## src/drg_pkg.sv

```systemverilog
package drg_pkg;

  // Width of the incoming doorbell word, the enable word and the pending word.
  localparam int WORD_BITS = 16;
  // Width of the outgoing doorbell word.
  localparam int OUT_BITS = 32;
  // Width of each configuration register.
  localparam int CFG_BITS = 5;

  localparam int CHANNELS_DEF = 16;
  localparam int PAUSE_COUNT_BITS_DEF = 8;

  localparam logic [CFG_BITS-1:0] CHANNEL_COUNT_RST = 5'd16;
  localparam logic [CFG_BITS-1:0] DOORBELL_SHIFT_RST = 5'd0;

  typedef enum logic [0:0] {
    CFG_CHANNEL_COUNT  = 1'b0,
    CFG_DOORBELL_SHIFT = 1'b1
  } cfg_idx_t;

  typedef enum logic [2:0] {
    OP_RING    = 3'd0,
    OP_OPEN    = 3'd1,
    OP_CLOSE   = 3'd2,
    OP_PAUSE   = 3'd3,
    OP_RESUME  = 3'd4,
    OP_PARTNER = 3'd5,
    OP_SERVICE = 3'd6
  } op_t;

  typedef enum logic [2:0] {
    ST_OK          = 3'd0,
    ST_BAD_CHANNEL = 3'd1,
    ST_OVERFLOW    = 3'd2,
    ST_NOT_PAUSED  = 3'd3,
    ST_NOTHING     = 3'd4
  } status_t;

endpackage

```

## src/doorbell_receive_gate_top.sv

```systemverilog
// Doorbell receive gate: sixteen-channel mailbox doorbell with enable, nested pause and pending.
// A word accepted into the input register shows its result when it moves on into the result
// register, which waits while a held result is not taken; the state update happens at that same edge.
// Throughput: one word per cycle, limited only by the result register draining.
// Reset (rst_n low, synchronous): no words held, all channels closed and unpaused,
// nothing pending, channel_count = 16 and doorbell_shift = 0.
module doorbell_receive_gate_top #(
  parameter int CHANNELS = drg_pkg::CHANNELS_DEF,
  parameter int PAUSE_COUNT_BITS = drg_pkg::PAUSE_COUNT_BITS_DEF
) (
  input  logic                                clk,
  input  logic                                rst_n,
  // Input channel.
  input  logic                                in_valid,
  output logic                                in_ready,
  input  logic [2:0]                          in_op,
  input  logic [3:0]                          in_channel,
  input  logic [drg_pkg::WORD_BITS-1:0]       in_incoming_bits,
  // Result channel.
  output logic                                out_valid,
  input  logic                                out_ready,
  output logic [2:0]                          out_status,
  output logic [drg_pkg::OUT_BITS-1:0]        out_outgoing_doorbell,
  output logic [drg_pkg::WORD_BITS-1:0]       out_delivered,
  output logic                                out_irq_line,
  // Configuration write port.
  input  logic                                cfg_we,
  input  logic [0:0]                          cfg_index,
  input  logic [drg_pkg::CFG_BITS-1:0]        cfg_wdata
);

  import drg_pkg::*;

  // Only channels below both CHANNELS and the word width can ever be addressed,
  // so the pause counters are kept for those alone.
  localparam int USED_CH = (CHANNELS < WORD_BITS) ? CHANNELS : WORD_BITS;
  localparam int IDX_W = (USED_CH > 1) ? $clog2(USED_CH) : 1;
  localparam logic [PAUSE_COUNT_BITS-1:0] CNT_MAX = '1;
  localparam logic [PAUSE_COUNT_BITS-1:0] CNT_ONE = PAUSE_COUNT_BITS'(1);

  // Configuration registers.
  logic [CFG_BITS-1:0] chan_count_r;
  logic [CFG_BITS-1:0] shift_r;

  // Input register stage.
  logic                 in_vld_r;
  op_t                  in_op_r;
  logic [3:0]           in_ch_r;
  logic [WORD_BITS-1:0] in_inc_r;

  // Channel state.
  logic [WORD_BITS-1:0]        enabled_r, enabled_nxt;
  logic [WORD_BITS-1:0]        pending_r, pending_nxt;
  logic [PAUSE_COUNT_BITS-1:0] pause_r [USED_CH];
  logic [PAUSE_COUNT_BITS-1:0] cnt_cur, cnt_nxt;
  logic                        cnt_we;

  // Result register.
  logic                 out_vld_r;
  status_t              status_r, status_nxt;
  logic [OUT_BITS-1:0]  outgoing_r, outgoing_nxt;
  logic [WORD_BITS-1:0] delivered_r, delivered_nxt;
  logic                 irq_r;

  logic                 adv;
  logic [CFG_BITS-1:0]  usable;
  logic                 bad_ch;
  logic [IDX_W-1:0]     idx;
  logic [5:0]           bit_pos;
  logic [WORD_BITS-1:0] chan_bit;
  logic [WORD_BITS-1:0] valid_mask;
  logic [WORD_BITS-1:0] paused;

  // The held word moves into the result register when that register is empty
  // or is being taken in this cycle.
  assign adv      = in_vld_r && (!out_vld_r || out_ready);
  assign in_ready = !in_vld_r || adv;

  // Usable channel count is the configured count clipped to what exists.
  assign usable = (chan_count_r > CFG_BITS'(USED_CH)) ? CFG_BITS'(USED_CH) : chan_count_r;
  assign bad_ch = (in_op_r <= OP_RESUME) && ({1'b0, in_ch_r} >= usable);
  assign idx      = in_ch_r[IDX_W-1:0];
  assign cnt_cur  = pause_r[idx];
  assign chan_bit = WORD_BITS'(1) << in_ch_r;
  assign bit_pos  = {2'b00, in_ch_r} + {1'b0, shift_r};

  // Per-channel paused and usable masks.
  for (genvar g = 0; g < WORD_BITS; g++) begin : g_mask
    assign valid_mask[g] = (CFG_BITS'(g) < usable);
    if (g < USED_CH) begin : g_cnt
      assign paused[g] = |pause_r[g];
    end else begin : g_none
      assign paused[g] = 1'b0;
    end
  end

  always_comb begin
    status_nxt    = ST_OK;
    outgoing_nxt  = '0;
    delivered_nxt = '0;
    enabled_nxt   = enabled_r;
    pending_nxt   = pending_r;
    cnt_nxt       = cnt_cur;
    cnt_we        = 1'b0;
    if (bad_ch) begin
      status_nxt = ST_BAD_CHANNEL;
    end else begin
      unique case (in_op_r)
        OP_RING: begin
          // A bit position past the top of the word rings nothing.
          outgoing_nxt = bit_pos[5] ? '0 : (OUT_BITS'(1) << bit_pos[4:0]);
        end
        OP_OPEN: begin
          enabled_nxt = enabled_r | chan_bit;
        end
        OP_CLOSE: begin
          enabled_nxt = enabled_r & ~chan_bit;
          cnt_nxt     = '0;
          cnt_we      = 1'b1;
        end
        OP_PAUSE: begin
          if (cnt_cur == CNT_MAX) begin
            status_nxt = ST_OVERFLOW;
          end else begin
            cnt_nxt = cnt_cur + CNT_ONE;
            cnt_we  = 1'b1;
          end
        end
        OP_RESUME: begin
          if (cnt_cur == '0) begin
            status_nxt = ST_NOT_PAUSED;
          end else begin
            cnt_nxt = cnt_cur - CNT_ONE;
            cnt_we  = 1'b1;
            // The last resume drops whatever arrived while the channel was paused.
            if (cnt_cur == CNT_ONE) begin
              pending_nxt = pending_r & ~chan_bit;
            end
          end
        end
        OP_PARTNER: begin
          pending_nxt = pending_r | in_inc_r;
        end
        OP_SERVICE: begin
          if (pending_r == '0) begin
            status_nxt = ST_NOTHING;
          end else begin
            delivered_nxt = pending_r & enabled_r & ~paused & valid_mask;
            pending_nxt   = '0;
          end
        end
        default: begin
          // The unused opcode leaves everything as it is.
        end
      endcase
    end
  end

  // Configuration registers.
  always_ff @(posedge clk) begin
    if (!rst_n) begin
      chan_count_r <= CHANNEL_COUNT_RST;
      shift_r      <= DOORBELL_SHIFT_RST;
    end else if (cfg_we) begin
      unique case (cfg_idx_t'(cfg_index))
        CFG_CHANNEL_COUNT:  chan_count_r <= cfg_wdata;
        CFG_DOORBELL_SHIFT: shift_r      <= cfg_wdata;
        default: begin
        end
      endcase
    end
  end

  // Input register.
  always_ff @(posedge clk) begin
    if (!rst_n) begin
      in_vld_r <= 1'b0;
    end else if (in_ready) begin
      in_vld_r <= in_valid;
    end
    if (in_valid && in_ready) begin
      in_op_r  <= op_t'(in_op);
      in_ch_r  <= in_channel;
      in_inc_r <= in_incoming_bits;
    end
  end

  // Channel state commits when the word moves to the result register.
  always_ff @(posedge clk) begin
    if (!rst_n) begin
      enabled_r <= '0;
      pending_r <= '0;
      for (int i = 0; i < USED_CH; i++) begin
        pause_r[i] <= '0;
      end
    end else if (adv) begin
      enabled_r <= enabled_nxt;
      pending_r <= pending_nxt;
      if (cnt_we) begin
        pause_r[idx] <= cnt_nxt;
      end
    end
  end

  // Result register.
  always_ff @(posedge clk) begin
    if (!rst_n) begin
      out_vld_r <= 1'b0;
    end else if (adv) begin
      out_vld_r <= 1'b1;
    end else if (out_ready) begin
      out_vld_r <= 1'b0;
    end
    if (adv) begin
      status_r    <= status_nxt;
      outgoing_r  <= outgoing_nxt;
      delivered_r <= delivered_nxt;
      irq_r       <= (pending_nxt != '0);
    end
  end

  assign out_valid             = out_vld_r;
  assign out_status            = status_r;
  assign out_outgoing_doorbell = outgoing_r;
  assign out_delivered         = delivered_r;
  assign out_irq_line          = irq_r;

`ifndef SYNTHESIS
  // A ring never raises more than one outgoing bit.
  a_ring_onehot: assert property (@(posedge clk) disable iff (!rst_n)
    out_valid |-> $onehot0(out_outgoing_doorbell))
    else $error("outgoing doorbell word has more than one bit set");

  // A service that delivers something has cleared every pending bit.
  a_service_clears: assert property (@(posedge clk) disable iff (!rst_n)
    out_valid && (out_delivered != '0) |-> !out_irq_line && (out_status == ST_OK))
    else $error("delivery left pending bits or reported an error");

  // Only a failed-free word may carry data on the result lanes.
  a_error_quiet: assert property (@(posedge clk) disable iff (!rst_n)
    out_valid && (out_status != ST_OK) |-> (out_outgoing_doorbell == '0) &&
                                           (out_delivered == '0))
    else $error("error status came with a doorbell or a delivery");

  // The irq output of a loaded result matches the committed pending word.
  a_irq_tracks: assert property (@(posedge clk) disable iff (!rst_n)
    adv |=> out_irq_line == (pending_r != '0))
    else $error("irq line disagrees with pending state");
`endif

endmodule

```

## config.mk

```make
export PLATFORM = sky130hd
export DESIGN_NAME = doorbell_receive_gate_top
export DESIGN_NICKNAME = d
export VERILOG_FILES = /design/src/drg_pkg.sv /design/src/doorbell_receive_gate_top.sv
export SDC_FILE = /design/constraint.sdc
export NUM_CORES = 1
export LEC_CHECK = 0
export BUFFER_PORTS_ARGS = -buffer_cell sky130_fd_sc_hd__buf_4
export CAP_MARGIN = 0
export CORE_MARGIN = 3
export CORE_UTILIZATION = 35
export CTS_BUF_LIST = sky130_fd_sc_hd__clkbuf_4
export DETAILED_ROUTE_END_ITERATION = 8
export HOLD_SLACK_MARGIN = 0.08
export PLACE_DENSITY = 0.53
export SLEW_MARGIN = 10
export SYNTH_ARGS = -nofsm -noshare
export SYNTH_HDL_FRONTEND = slang
export SYNTH_SLANG_ARGS = --single-unit
```

## constraint.sdc

```tcl
create_clock -name clk -period 3.9 [get_ports clk]
set_input_delay 0 -clock clk [delete_from_list [all_inputs] [get_ports clk]]
set_output_delay 0 -clock clk [all_outputs]
set_load 0.05 [all_outputs]
```

Yosys cells after proc, flatten, opt, wreduce, memory -nomap -nowiden

Memories as Yosys holds them, arrays and structs flattened. A register that Yosys moved wholly into a read port is not among the register bits.
Index checks and enable logic that the tools add are counted.

Logic and storage cells: 124
Register bits after elaboration: 119
Memories kept: 1
Bits in writable memories: 128
Bits of input ports: 34
Output and inout bits: 54

Memories:

| name    | depth | bits a word | rd ports | clocked after memory_dff | write ports | RTL line                        | RTL |
|---|---|---|---|---|---|---|---|
| pause_r | 16    | 8           | 17       | 1                        | 16          | doorbell_receive_gate_top.sv:54 | `logic [PAUSE_COUNT_BITS-1:0] pause_r [USED_CH];` |

Order comparisons: 19
Bitwise logic cells: 13
Eq/ne operators: 8
Reductions and logical operators: 35
$add $sub $neg: 3
Multiplexer cells: 30
Shift operators: 2

Operators with widths:

| operator               | number |
|---|---|
| $reduce_or A8 Y1       | 17 |
| $and A16 B16 Y16       | 5 |
| $mux W16               | 4 |
| $pmux W16 S3           | 1 |
| $lt A4 B5 Y1 const A   | 8 |
| $mux W8                | 4 |
| $not A16 Y16           | 2 |
| $or A16 B16 Y16        | 2 |
| $pmux W16 S2           | 1 |
| $shl A1 B5 Y32 const A | 1 |
| $pmux W8 S3            | 1 |
| $lt A3 B5 Y1 const A   | 4 |
| $logic_not A16 Y1      | 1 |
| $reduce_bool A16 Y1    | 1 |
| $shl A1 B4 Y16 const A | 1 |
| $mux W1                | 11 |
| $lt A1 B5 Y1 const A   | 2 |
| $lt A2 B5 Y1 const A   | 2 |
| $eq A3 B3 Y1 const B   | 3 |
| $pmux W3 S3            | 1 |
| $add A8 B1 Y8 const B  | 1 |
| $eq A8 B1 Y1 const B   | 1 |
| $eq A8 B8 Y1 const B   | 1 |
| $logic_not A8 Y1       | 1 |
| 21 further kinds       | 34 |

Depth between registers and ports, before layout

Word-level depth: 11
Gate-level depth with buffers: 16

Worst setup path before layout

OpenSTA, ideal clock, no wires.

Path type: reg2reg
From: reg chan_count_r[4]
To: mem pause_r[8][0] in the netlist's numbering, enable pin
Cell stages (with the launch flop): 14
Setup time: 0.329 ns
Arrival: 3.294 ns
Path buffers: 3
Period minus slack after synthesis: 3.623 ns
Setup slack: 0.277 ns
Cell sequence: dfxtp_1 > clkbuf_1 > nor2b_1 > ha_1 > nand2b_1 > a2111oi_0 > nor3_1 > clkbuf_1 > nor2_1 > nand3_1 > a31oi_2 > buf_4 > nand3_2 > nand2_1

RTL lines:

| item                   | RTL line                         | RTL |
|---|---|---|
| from (decl)            | doorbell_receive_gate_top.sv:42  | `logic [CFG_BITS-1:0] chan_count_r;` |
| from (signal assigned) | doorbell_receive_gate_top.sv:166 | `CFG_CHANNEL_COUNT: chan_count_r <= cfg_wdata;` |
| to (decl)              | doorbell_receive_gate_top.sv:54  |  |

==> impl_metrics.csv <==
group,metric,value,unit
outcome,outcome,"complete, no violations",
yosys,ys_ff_latch,251,
clocking,clock_sinks,251,
yosys,synth.largest_area_cell,"edfxtp_1",
global_routing,grt_overflow,0,
critical_path,critPathArrivalTime,4000,ps
power,power_density,441,mW/mm^2
yosys,synth.avg_cell_area,12.0,um^2
routing,routed_wl,38400,um
sta,hold_viol_final,0,
min_path,hold_path.class,"input port to register",
clocking,htree_levels,3,
routing,drtAntennaViolNets,0,
sta,finalSetupViolCount,0,
floorplanning,die_h,192,um
sta,timing.hold.ws,105,ps
floorplanning,die_w,192,um
critical_path,critPathLaunchType,"register",
yosys,postSynthCellCount,1015,
cells_and_area,nets,1277,
routing,drc,0,
sta,fin_worst_skew,51.1,ps
yosys,synth_flop_cell,"edfxtp_1",
routing,routedWlPerCell,22.2,um
yosys,netlist_area,0.0121,mm^2
sta,period_share,94.2,%
sta,rsz0062_at_grt,"false",
floorplanning,core_area,0.0339,mm^2
floorplanning,rows,67,
cells_and_area,fin_area,0.0151,mm^2
global_routing,antenna_found_initial,3,
placement,hpwl,27800,um
floorplanning,dieArea,0.0369,mm^2
global_routing,grt_max_degree,61,
yosys,synth.most_common_cell,"edfxtp_1",
yosys,ys_types,83,
yosys,yosys_warnings,0,
sta,fin_tns_setup,0,ps
routing,drtIter0Drc,765,
global_routing,track_usage,20.9,%
clocking,postCtsSetupBuffers,0,
sta,min_period,3670,ps
yosys,synth_area_leaders,"edfxtp_1 50%, dfxtp_1 7.9%, nor2_1 5.8%, mux4_2 5.0%, nand2_1 2.5%",
critical_path,worstPathMaxFanout,15,
placement,placed_cell_area,0.0134,mm^2
yosys,synthArstFlopShare,0,%
sta,worst_slack,227,ps
sta,fmax,272,MHz
cells_and_area,syn_to_final_growth,24.2,%
sta,worstMarginPinSlew,1060,ps
yosys,syn-num-nets,1061,
routing,via_count,9408,
floorplanning,io_pins,88,
floorplanning,floorplan.initialDensity,35.8,%
sta,relSlewSlack,29.1,%
critical_path,endpoint_kind,"register",
cells_and_area,drive_gt1_share,25.9,%
routing,firstDrtPassIters,7,
clocking,clkLatencyLatePin,700,ps
clocking,path_clk_slew,60,ps
clocking,cts_tree,"yes",
placement,portBuffers,87,
clocking,cts_buffers,70,
clocking,clockBufferDepth,3,
global_routing,grt_pass1_vias,9433,
yosys,synth_edf_count,203,
routing,routed_via_density,5.43,
placement,place_inst,1538,
global_routing,grt_pass1_wl,57800,um
critical_path,worstSetupPathType,"register to register",
flow_run,cap_violations,0,
power,vdd_drop_max,0.197,mV
yosys,synth_commonest_cells,"203 x edfxtp_1, 189 x nor2_1, 82 x nand2_1",
clocking,cts-root-buf,"clkbuf_4",
placement,gp_congestion,0.931,
sta,drv_slew,0,
yosys,yosysTopAreaCellShare,50.2,%
critical_path,required,4230,ps
cells_and_area,final_cells,1734,
power,p_leak,5.45,nW
placement,pre_cts_ws,264,ps
yosys,ys_seq_area_share,58.1,%
## cell usage in the layout (no fill, tap or decap), types with 7 or more instances in the layout
cell | netlist | layout
edfxtp_1 | 203 | 203
nor2_1 | 189 | 189
buf_4 | 8 | 134
clkbuf_4 | 0 | 110
nand2_1 | 82 | 77
dlygate4sd3_1 | 0 | 69
dfxtp_1 | 48 | 47
nor4_1 | 32 | 32
nand3_1 | 29 | 29
mux4_2 | 27 | 27
a21oi_1 | 22 | 22
nand4_1 | 21 | 21
nor3_1 | 17 | 17
mux2i_1 | 16 | 16
o21bai_1 | 16 | 16
o311a_1 | 16 | 16
nor2b_1 | 15 | 15
o21ai_0 | 12 | 12
nand2b_1 | 11 | 11
nor2_2 | 11 | 11
ha_1 | 11 | 11
and2_1 | 10 | 10
o21ai_1 | 10 | 10
clkinv_1 | 1 | 9
nand3_2 | 9 | 9
inv_1 | 8 | 8
o211ai_1 | 8 | 8
a21o_1 | 8 | 8
nand2_2 | 2 | 7
a21boi_1 | 7 | 7
## cell families (layout without fill, tap and decap cells)
kind of cell	count (synthesis)	after routing	share of synthesized area, %
and+or+nand+nor	467	467	19.0
muxes	54	54	8.05
adders and majority gates	12	12	1.30
DFF	251	251	58.1
other	0	2	0
buffers and inverters	72	341	3.34
AOI/OAI and AO/OA	153	153	9.74
xor gates and xnor gates	6	6	0.433
## where the power goes
part	switching [mW]	internal (mW)
logic	0.613	0.345
clock network	1.15	1.48
registers	0.0703	2.99
total	1.83	4.81
## layout make-up
cell class / count / area [um^2]
fill: 3243 / 18800
sequential: 251 / 7060
multi-input combinational: 692 / 4690
timing repair buffer: 206 / 1760
clock buffer: 110 / 826
tap: 448 / 561
clock inverter: 15 / 145
inverter: 10 / 37.5
antenna: 2 / 5.00
## state kept, by name (all words and copies together), names as in the netlist, named ones only
signal,cells
in_inc_r,16
shift_r,5
pause_r,128
out_delivered,16
out_outgoing_doorbell,32
out_status,3
chan_count_r,5
idx,4
out_valid,1
in_vld_r,1
pending_r,16
in_op_r,3
out_irq_line,1
## critical path: stages, from the launching register on
cell,delay (ps)
dfxtp_2,420
mux4_1,580
a22oi_1,310
and3_1,310
inv_1,100
ha_1,240
nand4b_1,130
o21ai_1,100
a31oi_2,190
buf_4,300
nand3_2,240
nand2_1,380
## metrics by stage
step / utilization (%) / total power, mW
floorplan: - / 3.69
global placement: 39.6 / 4.01
detailed placement: 39.6 / 4.01
CTS: 44.5 / 6.71
global route: 44.5 / 6.93
finish: 44.5 / 6.65
## metal layers
layer  vias up  wire [um]  track usage [%]
met5         -          0                0
li1       4324          -                -
met1      4610      16200             27.2
met2       378      18100             33.8
met4         0       1450             8.60
met3        96       2700             4.78
## final timing paths
check | to | slack (ps) | from | depth (start not counted)
worst max-delay path | pause_r[10][5]$_SDFFCE_PN0P_ | 230 | register | 11
worst min-delay path | idx[1]$_DFFE_PP_ | 100 | in_channel[1] | 2
worst max register to register | pause_r[10][5]$_SDFFCE_PN0P_ | 230 | register | 11
worst min register to register | pending_r[3]$_SDFFE_PN0P_ | 500 | pending_r[3]$_SDFFE_PN0P_ | 2
## timing repair
item / CTS / global route
setup endpoints to repair: 0 / 31
hold buffers: 69 / 0
endpoints found under the hold margin: 69 / 0
gates resized for setup: 0 / 5
(Power assumes the default switching activity.)
